### src/rtl/ipc_pkg.sv
// ----------------------------------------------------------------------------
// ipc_pkg: shared types and codes of the indicator pattern controller
// Operation, pattern, status and register codes, plus the structs that pass
// between the top level, the lamp slices and the result queue.
// ----------------------------------------------------------------------------
package ipc_pkg;

	// Number of lamps (1 to 16)
	localparam int LAMPS = 5;
	// Lamps shown in the level field of a result
	localparam int LEVEL_BITS = 5;

	// Operation codes
	localparam logic [1:0] OP_TICK  = 2'd0;
	localparam logic [1:0] OP_SET   = 2'd1;
	localparam logic [1:0] OP_PULSE = 2'd2;
	localparam logic [1:0] OP_QUERY = 2'd3;

	// Pattern codes
	localparam logic [2:0] PAT_OFF   = 3'd0;
	localparam logic [2:0] PAT_SOLID = 3'd1;
	localparam logic [2:0] PAT_SLOW  = 3'd2;
	localparam logic [2:0] PAT_FAST  = 3'd3;
	localparam logic [2:0] PAT_PULSE = 3'd4;

	// Status codes
	localparam logic [1:0] STAT_OK        = 2'd0;
	localparam logic [1:0] STAT_BAD_LAMP  = 2'd1;
	localparam logic [1:0] STAT_BAD_PATRN = 2'd2;

	// Register indexes
	localparam logic [1:0] CFG_SLOW_HALF  = 2'd0;
	localparam logic [1:0] CFG_FAST_HALF  = 2'd1;
	localparam logic [1:0] CFG_PULSE_LEN  = 2'd2;

	// Register reset values
	localparam logic [15:0] SLOW_HALF_RST = 16'd5;
	localparam logic [15:0] FAST_HALF_RST = 16'd2;
	localparam logic [15:0] PULSE_LEN_RST = 16'd2;

	typedef struct packed {
		logic [15:0] slow_half;
		logic [15:0] fast_half;
		logic [15:0] pulse_len;
	} cfg_t;

	// Per-lamp command for one accepted beat
	typedef struct packed {
		logic       tick;
		logic       set;
		logic       pulse;
		logic [2:0] pattern;
	} lamp_cmd_t;

	// Per-lamp visible state
	typedef struct packed {
		logic [2:0]  pattern;
		logic        lit;
		logic [31:0] transitions;
	} lamp_state_t;

	typedef struct packed {
		logic [1:0]            status;
		logic [LEVEL_BITS-1:0] lamp_levels;
		logic [2:0]            query_pattern;
		logic                  query_lit;
		logic [31:0]           query_transitions;
	} result_t;

endpackage

### src/rtl/indicator_pattern_controller.sv
// ----------------------------------------------------------------------------
// indicator_pattern_controller: per-lamp blink, pulse and status engine
// Top level: input decode, configuration registers, lamp slices, result queue.
// ----------------------------------------------------------------------------
// Usage:
//   Input beats (op, indicator, pattern) arrive on in_valid/in_ready. Each
//   accepted beat gives exactly one result beat (status, lamp_levels and the
//   query fields) on out_valid/out_ready, in order.
//   Each result is written into the result queue at the edge that accepts its
//   beat. Throughput is one beat per cycle while the queue has room; all lamps
//   update in parallel in one pass of per-lamp counter and compare logic ahead
//   of the lamp state registers.
//   A two-entry result queue sits at the output. While the receiver stalls,
//   up to two results wait there and in_ready drops only when both are full.
//   Registers are written through cfg_we/cfg_index/cfg_data at once; write
//   them only while no beat is in flight. Index 0 is the slow half period,
//   1 the fast half period, 2 the pulse length; other indexes are ignored.
//   Reset (arst_n low) turns every lamp off, clears all counts, empties the
//   queue and loads the register defaults (5, 2, 2).
// ----------------------------------------------------------------------------
module indicator_pattern_controller
	import ipc_pkg::*;
(
	input  logic                  clk,
	input  logic                  arst_n,
	input  logic                  in_valid,
	output logic                  in_ready,
	input  logic [1:0]            op,
	input  logic [3:0]            indicator,
	input  logic [2:0]            pattern,
	output logic                  out_valid,
	input  logic                  out_ready,
	output logic [1:0]            status,
	output logic [LEVEL_BITS-1:0] lamp_levels,
	output logic [2:0]            query_pattern,
	output logic                  query_lit,
	output logic [31:0]           query_transitions,
	input  logic                  cfg_we,
	input  logic [1:0]            cfg_index,
	input  logic [15:0]           cfg_data
);

	cfg_t        cfg_q;
	logic        accept;
	logic        in_range;
	logic        pat_valid;
	lamp_cmd_t   cmd [LAMPS];
	lamp_state_t lamp_st [LAMPS];
	logic [LAMPS-1:0] lit_next;
	logic [LEVEL_BITS-1:0] levels_next;
	result_t     res;
	result_t     out_data;

	assign accept    = in_valid && in_ready;
	assign in_range  = ({1'b0, indicator} < 5'(LAMPS));
	assign pat_valid = (pattern <= PAT_PULSE);

	// Hold configuration registers
	always_ff @(posedge clk or negedge arst_n) begin
		if (!arst_n) begin
			cfg_q.slow_half <= SLOW_HALF_RST;
			cfg_q.fast_half <= FAST_HALF_RST;
			cfg_q.pulse_len <= PULSE_LEN_RST;
		end else if (cfg_we) begin
			unique case (cfg_index)
				CFG_SLOW_HALF: cfg_q.slow_half <= cfg_data;
				CFG_FAST_HALF: cfg_q.fast_half <= cfg_data;
				CFG_PULSE_LEN: cfg_q.pulse_len <= cfg_data;
				default: ;
			endcase
		end
	end

	// Decode the beat into per-lamp commands and instantiate the lamps
	for (genvar i = 0; i < LAMPS; i++) begin : g_lamp
		logic sel;
		assign sel             = (indicator == 4'(i));
		assign cmd[i].tick     = accept && (op == OP_TICK);
		assign cmd[i].set      = accept && (op == OP_SET) && sel && pat_valid;
		assign cmd[i].pulse    = accept && (op == OP_PULSE) && sel;
		assign cmd[i].pattern  = pattern;

		ipc_lamp u_lamp (
			.clk      (clk),
			.arst_n   (arst_n),
			.cmd      (cmd[i]),
			.cfg      (cfg_q),
			.state    (lamp_st[i]),
			.lit_next (lit_next[i])
		);
	end

	// Drive the level field from the post-update lamp levels
	for (genvar b = 0; b < LEVEL_BITS; b++) begin : g_level
		if (b < LAMPS) begin : g_on
			assign levels_next[b] = lit_next[b];
		end else begin : g_off
			assign levels_next[b] = 1'b0;
		end
	end

	// Form status and query fields
	always_comb begin
		res.status            = STAT_OK;
		res.lamp_levels       = levels_next;
		res.query_pattern     = PAT_OFF;
		res.query_lit         = 1'b0;
		res.query_transitions = 32'd0;
		if (op != OP_TICK) begin
			if (!in_range) begin
				res.status = STAT_BAD_LAMP;
			end else if ((op == OP_SET) && !pat_valid) begin
				res.status = STAT_BAD_PATRN;
			end else if (op == OP_QUERY) begin
				for (int i = 0; i < LAMPS; i++) begin
					if (indicator == 4'(i)) begin
						res.query_pattern     = lamp_st[i].pattern;
						res.query_lit         = lamp_st[i].lit;
						res.query_transitions = lamp_st[i].transitions;
					end
				end
			end
		end
	end

	ipc_out_buf u_out_buf (
		.clk       (clk),
		.arst_n    (arst_n),
		.push      (accept),
		.push_data (res),
		.not_full  (in_ready),
		.out_valid (out_valid),
		.out_ready (out_ready),
		.out_data  (out_data)
	);

	assign status            = out_data.status;
	assign lamp_levels       = out_data.lamp_levels;
	assign query_pattern     = out_data.query_pattern;
	assign query_lit         = out_data.query_lit;
	assign query_transitions = out_data.query_transitions;

	// Every accepted beat has a result waiting after the edge
	a_result_follows: assert property (@(posedge clk) disable iff (!arst_n)
		accept |=> out_valid)
		else $error("accepted beat left no result");

	// Failed results carry empty query fields
	a_query_clear: assert property (@(posedge clk) disable iff (!arst_n)
		(out_valid && (status != STAT_OK)) |->
		((query_pattern == PAT_OFF) && !query_lit && (query_transitions == 32'd0)))
		else $error("query fields set on a failed request");

endmodule

### src/rtl/ipc_lamp.sv
// ----------------------------------------------------------------------------
// ipc_lamp: state and update logic of one indicator lamp
// Holds pattern, saved pattern, phase, pulse countdown, level and transition
// count, and applies one tick, set or pulse command per cycle.
// ----------------------------------------------------------------------------
module ipc_lamp
	import ipc_pkg::*;
(
	input  logic        clk,
	input  logic        arst_n,
	input  lamp_cmd_t   cmd,
	input  cfg_t        cfg,
	output lamp_state_t state,
	output logic        lit_next
);

	logic [2:0]  cur_q, cur_d;
	logic [2:0]  sav_q, sav_d;
	logic [15:0] ph_q, ph_d;
	logic [15:0] rem_q, rem_d;
	logic        lit_q, lit_d;
	logic [31:0] tr_q, tr_d;

	logic        drv_en;
	logic        drv_lvl;
	logic        adopt;
	logic [2:0]  adopt_pat;
	logic [15:0] rem_dec;
	logic [16:0] ph_inc;
	logic [15:0] half;
	logic [15:0] plen_eff;

	assign rem_dec  = (rem_q != 16'd0) ? rem_q - 16'd1 : 16'd0;
	assign ph_inc   = {1'b0, ph_q} + 17'd1;
	assign half     = (cur_q == PAT_SLOW) ? cfg.slow_half : cfg.fast_half;
	assign plen_eff = (cfg.pulse_len != 16'd0) ? cfg.pulse_len : 16'd1;

	// Compute next lamp state
	always_comb begin
		cur_d     = cur_q;
		sav_d     = sav_q;
		ph_d      = ph_q;
		rem_d     = rem_q;
		drv_en    = 1'b0;
		drv_lvl   = 1'b0;
		adopt     = 1'b0;
		adopt_pat = cur_q;

		if (cmd.tick) begin
			case (cur_q) inside
				PAT_PULSE: begin
					rem_d = rem_dec;
					if (rem_dec == 16'd0) begin
						adopt     = 1'b1;
						adopt_pat = sav_q;
					end
				end
				PAT_SLOW, PAT_FAST: begin
					// a zero half period acts like one: toggle every tick
					if (ph_inc >= {1'b0, half}) begin
						ph_d    = 16'd0;
						drv_en  = 1'b1;
						drv_lvl = !lit_q;
					end else begin
						ph_d = ph_inc[15:0];
					end
				end
				default: begin
					drv_en  = 1'b1;
					drv_lvl = (cur_q == PAT_SOLID);
				end
			endcase
		end else if (cmd.set && (cmd.pattern != cur_q)) begin
			adopt     = 1'b1;
			adopt_pat = cmd.pattern;
		end else if (cmd.pulse) begin
			// first pulse of a run keeps the pattern to return to
			if (rem_q == 16'd0) begin
				sav_d = cur_q;
			end
			cur_d   = PAT_PULSE;
			rem_d   = plen_eff;
			drv_en  = 1'b1;
			drv_lvl = 1'b1;
		end

		// Restart on a new pattern and drive its level; a pulse pattern leaves the level alone
		if (adopt) begin
			cur_d = adopt_pat;
			ph_d  = 16'd0;
			rem_d = 16'd0;
			case (adopt_pat) inside
				PAT_OFF: begin
					drv_en  = 1'b1;
					drv_lvl = 1'b0;
				end
				PAT_SOLID, PAT_SLOW, PAT_FAST: begin
					drv_en  = 1'b1;
					drv_lvl = 1'b1;
				end
				default: begin
					drv_en = 1'b0;
				end
			endcase
		end

		lit_d = drv_en ? drv_lvl : lit_q;
		tr_d  = (lit_d != lit_q) ? tr_q + 32'd1 : tr_q;
	end

	// Hold lamp state
	always_ff @(posedge clk or negedge arst_n) begin
		if (!arst_n) begin
			cur_q <= PAT_OFF;
			sav_q <= PAT_OFF;
			ph_q  <= 16'd0;
			rem_q <= 16'd0;
			lit_q <= 1'b0;
			tr_q  <= 32'd0;
		end else begin
			cur_q <= cur_d;
			sav_q <= sav_d;
			ph_q  <= ph_d;
			rem_q <= rem_d;
			lit_q <= lit_d;
			tr_q  <= tr_d;
		end
	end

	assign state.pattern     = cur_q;
	assign state.lit         = lit_q;
	assign state.transitions = tr_q;
	assign lit_next          = lit_d;

	// A level change bumps the count by one
	a_lit_counts: assert property (@(posedge clk) disable iff (!arst_n)
		(lit_q != $past(lit_q)) |-> (tr_q == $past(tr_q) + 32'd1))
		else $error("level change not counted");

	// The count moves only with the level
	a_count_lit: assert property (@(posedge clk) disable iff (!arst_n)
		(tr_q != $past(tr_q)) |-> (lit_q != $past(lit_q)))
		else $error("count moved without a level change");

	// A running pulse keeps the lamp lit
	a_pulse_lit: assert property (@(posedge clk) disable iff (!arst_n)
		((cur_q == PAT_PULSE) && (rem_q != 16'd0)) |-> lit_q)
		else $error("lamp dark during a pulse");

endmodule

### src/rtl/ipc_out_buf.sv
// ----------------------------------------------------------------------------
// ipc_out_buf: two-entry result queue
// Holds finished results so that new beats are taken while the receiver
// stalls; the output payload comes straight from a queue register.
// ----------------------------------------------------------------------------
module ipc_out_buf
	import ipc_pkg::*;
(
	input  logic    clk,
	input  logic    arst_n,
	input  logic    push,
	input  result_t push_data,
	output logic    not_full,
	output logic    out_valid,
	input  logic    out_ready,
	output result_t out_data
);

	result_t    mem_q [2];
	logic       wr_ptr_q;
	logic       rd_ptr_q;
	logic [1:0] count_q;
	logic       pop;

	assign pop       = out_valid && out_ready;
	assign not_full  = (count_q != 2'd2);
	assign out_valid = (count_q != 2'd0);
	assign out_data  = mem_q[rd_ptr_q];

	// Store a result beat
	always_ff @(posedge clk) begin
		if (push) begin
			mem_q[wr_ptr_q] <= push_data;
		end
	end

	// Advance pointers and occupancy
	always_ff @(posedge clk or negedge arst_n) begin
		if (!arst_n) begin
			wr_ptr_q <= 1'b0;
			rd_ptr_q <= 1'b0;
			count_q  <= 2'd0;
		end else begin
			if (push) begin
				wr_ptr_q <= !wr_ptr_q;
			end
			if (pop) begin
				rd_ptr_q <= !rd_ptr_q;
			end
			case ({push, pop})
				2'b10:   count_q <= count_q + 2'd1;
				2'b01:   count_q <= count_q - 2'd1;
				default: count_q <= count_q;
			endcase
		end
	end

endmodule

### config.mk
export PLATFORM = sky130hd
export DESIGN_NAME = indicator_pattern_controller
export DESIGN_NICKNAME = d
export VERILOG_FILES = /design/src/rtl/ipc_pkg.sv /design/src/rtl/indicator_pattern_controller.sv /design/src/rtl/ipc_lamp.sv /design/src/rtl/ipc_out_buf.sv
export SDC_FILE = /design/constraint.sdc
export NUM_CORES = 1
export LEC_CHECK = 0
export BUFFER_PORTS_ARGS = -buffer_cell sky130_fd_sc_hd__buf_2
export CORE_MARGIN = 2
export CORE_UTILIZATION = 35
export DETAILED_ROUTE_END_ITERATION = 8
export GPL_TIMING_DRIVEN = 0
export PLACE_DENSITY = 0.59
export SLEW_MARGIN = 20
export SYNTH_ARGS = -nofsm -noshare
export SYNTH_HDL_FRONTEND = slang
export SYNTH_SLANG_ARGS = --single-unit
export TNS_END_PERCENT = 100
### constraint.sdc
create_clock -name clk -period 9.3 [get_ports clk]
set_input_delay 1.86 -clock clk [delete_from_list [all_inputs] [get_ports clk]]
set_output_delay 1.86 -clock clk [all_outputs]
set_load 0.01 [all_outputs]
==> summary.txt <==
Setup path
  – Reg2Reg Launch Point: g_lamp[4].u_lamp.cur_q[2]
  – Most used cell, CP: clkbuf_1
  – Critical path required time: 9.81 ns
  – Worst-path cell chain: clkbuf_1 > nand2b_1 > nor2_1 > clkbuf_1 > mux2i_1 > ha_1 > nand2_1 > o21ai_0 > nand3_1 > a2111oi_0 > nor3_2 > a2111oi_0 > a21o_1 > and2_1 > clkbuf_1 > clkbuf_1 > nand4_1 > xnor2_1
  – Critical path class: reg -> reg
  – Critical Path AT: 7.03 ns
  – CP max FO: 10
  – Internal reg-to-reg setup slack: 2.78 ns
  – Startpoint types: flip-flop
  – Worst Setup SP: g_lamp[4].u_lamp.cur_q[2]
  – Critical path's slowest cell: nor2_1
  – Worst path max stage delay: 0.82 ns
  – Critical Path Sink Type: flip-flop

Timing
  – Max-slew violations: 0
  – RSZ-0062 raised after global routing: false
  – Final hold violations: 0
  – Worst Max-Slew Pin Slew: 1.05 ns
  – Clock skew: 0.0626 ns
  – Rel. slew slack: 0.289
  – Final min period: 6.52 ns
  – Fmax: 153 MHz
  – Final Cycle Share: 0.701
  – Setup violators final: 0

Routing
  – Final wirelength: 94500 um
  – DRC viols: 0
  – Initial drt markers: 2157
  – WL/cell: 21.2 um
  – 1st-pass router iterations: 9
  – DRT antenna net count: 0
  – DR vias: 25306
  – Vias per cell: 5.68

Min path
  – HP Start: g_lamp[4].u_lamp.tr_q[31]
  – Hold crit path type: reg -> reg

Synth
  – Mean area per synthesized cell: 9.62 um2
  – Synth unique cells: 95
  – #FFs+latches synth: 493
  – Biggest area consumer among synthesized cells: dfrtp_1
  – Sequential share of the synthesized area: 0.425
  – Post-synth top flop: dfrtp_1
  – Area contributors post-synth: dfrtp_1 34%, edfxtp_1 8.6%, xnor2_1 5.0%
  – Mapped Cells: 3123
  – Fraction of registers with async set/reset: 0.826
  – Syn nets: 3256
  – Synth top area share: 0.336
  – Most frequent cells after synthesis: 403 x dfrtp_1, 269 x nor2_1, 214 x nand2_1
  – Top-count cell post-synth: dfrtp_1
  – Post-synth EDFFs: 86
  – Ys Warns: 0
  – Mapped cell area: 30000 um2

Status
  – Outcome: finished, final reports clean

Power
  – Combinational share of power: 0.288
  – Power share of the clock group: 0.322
  – PwrDens: 224 nW/um2
  – Fraction of power spent switching nets: 0.360
  – VDD IR max: 147 uV
  – Static Leak: 13.9 nW
  – P_sw: 2.76 mW
  – Internal Dissipation: 4.91 mW
  – Flop pwr share: 0.390
  – Design Power: 7.67 mW

Floorplanning
  – Width of the chip: 297 um
  – I/O pin total: 77
  – Initial core utilization: 0.353
  – Core area: 85100 um2
  – # rows: 107
  – Die area: 88200 um2
  – Die height: 297 um

Placement
  – PortBufs: 71
  – Placed instance area: 32100 um2
  – DP Wirelength: 70200 um
  – GP Congestion: 0.929

Clocking
  – Clock buffer depth: 3
  – # Post-CTS Setup Buffers: 0
  – H-tree depth: 2
  – Num CTS Buffers: 57
  – Post-CTS Hold Fix Bufs: 0
  – Clk slew on worst S/H paths: 0.07 ns
  – # resized after CTS: 0
  – Root buf cell: clkbuf_16
  – Total clock sinks: 493
  – Clock Latency Late Sink: 0.67 ns
  – CTS tree: built

Global routing
  – Largest net degree at the start of global routing: 96
  – Grt total ovfl: 0
  – Vias in the first global route: 24374
  – First-pass GRT wire length: 147000 um
  – Initial antenna violation count: 2
  – Total global-route track usage: 0.211

Cells and area
  – Final Core Density: 0.401
  – Layout cells sized above 1: 0.109
  – Design Area, Final: 34200 um2
  – Number of filler cells placed in the layout: 8558
  – Area Overhead vs Synth: 13.8%
  – Total Nets Final: 3395

Job
  – Max cap viols: 0
## critical path, delay by kind of cell (launching register included)
| kind | cells | cell delay, ns |
|---|---|---|
| flip-flops | 1 | 0.36 |
| adder cells (fa/ha/maj) | 1 | 0.35 |
| multiplexers | 1 | 0.25 |
| buffers and inverters | 4 | 1.69 |
| XOR/XNOR | 1 | 0.16 |
| AO/OA/AOI/OAI | 4 | 1.64 |
| AND/OR/NAND/NOR | 7 | 1.89 |
## cell families (layout without fill, tap and decap cells)
family | count (synthesis) | in the layout | synth area share
compound gates | 730 | 730 | 0.163
xor+xnor | 256 | 256 | 0.0747
fa+ha+maj | 101 | 101 | 0.0421
buf+inv | 233 | 420 | 0.0294
flops | 493 | 493 | 0.425
mux | 214 | 214 | 0.0776
other cells | 0 | 2 | 0
simple gates | 1096 | 1096 | 0.188
## power by group through the flow
stage,Sequential (mW),Combinational (mW),Clock (mW)
after floorplan,2.87,1.51,0
after global placement,3.02,2.14,0
after detailed placement,3.01,2.18,0
after CTS,2.98,2.20,2.51
after global routing,3.04,2.43,2.60
final,2.99,2.21,2.47
## sequential cells by signal (all words and copies together), names as in the netlist
signal               count
g_lamp.u_lamp.rem_q     80
g_lamp.u_lamp.cur_q     15
u_out_buf.mem_q         86
g_lamp.u_lamp.sav_q     15
g_lamp.u_lamp.tr_q     160
g_lamp.u_lamp.ph_q      80
u_out_buf.wr_ptr_q       1
u_out_buf.count_q        2
g_lamp.u_lamp.lit_q      5
u_out_buf.rd_ptr_q       1
cfg_q                   48
## stage by stage
stage                     setup TNS [ns]  setup slack (ns)  std cells  hold WS (ns)
final                                  0              2.78       4456         0.473
after floorplan                        0              4.30       3123         0.437
after global routing                   0              2.29       4454         0.489
after global placement           -938.01             -2.42       4338         0.452
after detailed placement               0              2.74       4347         0.455
after CTS                              0              2.87       4454         0.470
## worst paths after layout
path	end	depth (start not counted)
min in group asynchronous	g_lamp[1].u_lamp.ph_q[14]	1
max in group asynchronous	g_lamp[4].u_lamp.tr_q[12]	3
hold reg to reg	g_lamp[4].u_lamp.tr_q[31]	1
setup reg to reg	g_lamp[4].u_lamp.tr_q[11]	18
hold / removal	g_lamp[4].u_lamp.tr_q[31]	1
setup / recovery	g_lamp[4].u_lamp.tr_q[11]	18
## metal layers
layer | track usage | up-vias | part of all wire
met5 | 0 | - | 0
met4 | 0.0671 | 0 | 0.032
met3 | 0.0262 | 170 | 0.063
met2 | 0.323 | 881 | 0.44
met1 | 0.310 | 12415 | 0.47
li1 | - | 11840 | -
## cell type report
type	instances	area, um2	area share
inverters	54	203	0.00593
well taps	1144	1430	0.0419
repair buffers	80	563	0.0165
clock inverters	25	437	0.0128
multi-input cells	2397	16400	0.481
flip-flops and latches	493	12800	0.374
plain buffers	179	681	0.0199
diodes	2	5.00	0.000146
clock buffers	82	1650	0.0483
## placed cells by master, fill, tap and decap left out, types with 23 or more instances in the layout
cell type	netlist	layout
clkbuf_16	0	57
dfrtp_1	403	403
buf_2	4	75
a21oi_1	151	151
a22oi_1	39	39
nand3_1	126	126
xor2_1	83	83
clkbuf_1	163	175
a21o_1	35	35
and4_1	24	24
nor2_1	269	268
o21ai_0	203	203
inv_1	54	54
and2_1	35	35
o211ai_1	27	27
nor2b_1	23	23
nand4_1	71	71
mux2_2	120	120
nand2b_1	36	36
and3_1	82	81
o31ai_1	26	26
a22o_1	39	39
edfxtp_1	86	86
ha_1	101	101
a221oi_1	28	28
mux2i_1	91	91
nor3_1	57	54
nand2_1	214	214
xnor2_1	173	173
nor4_1	37	36
Note: power is estimated with default switching activity, not from simulation.
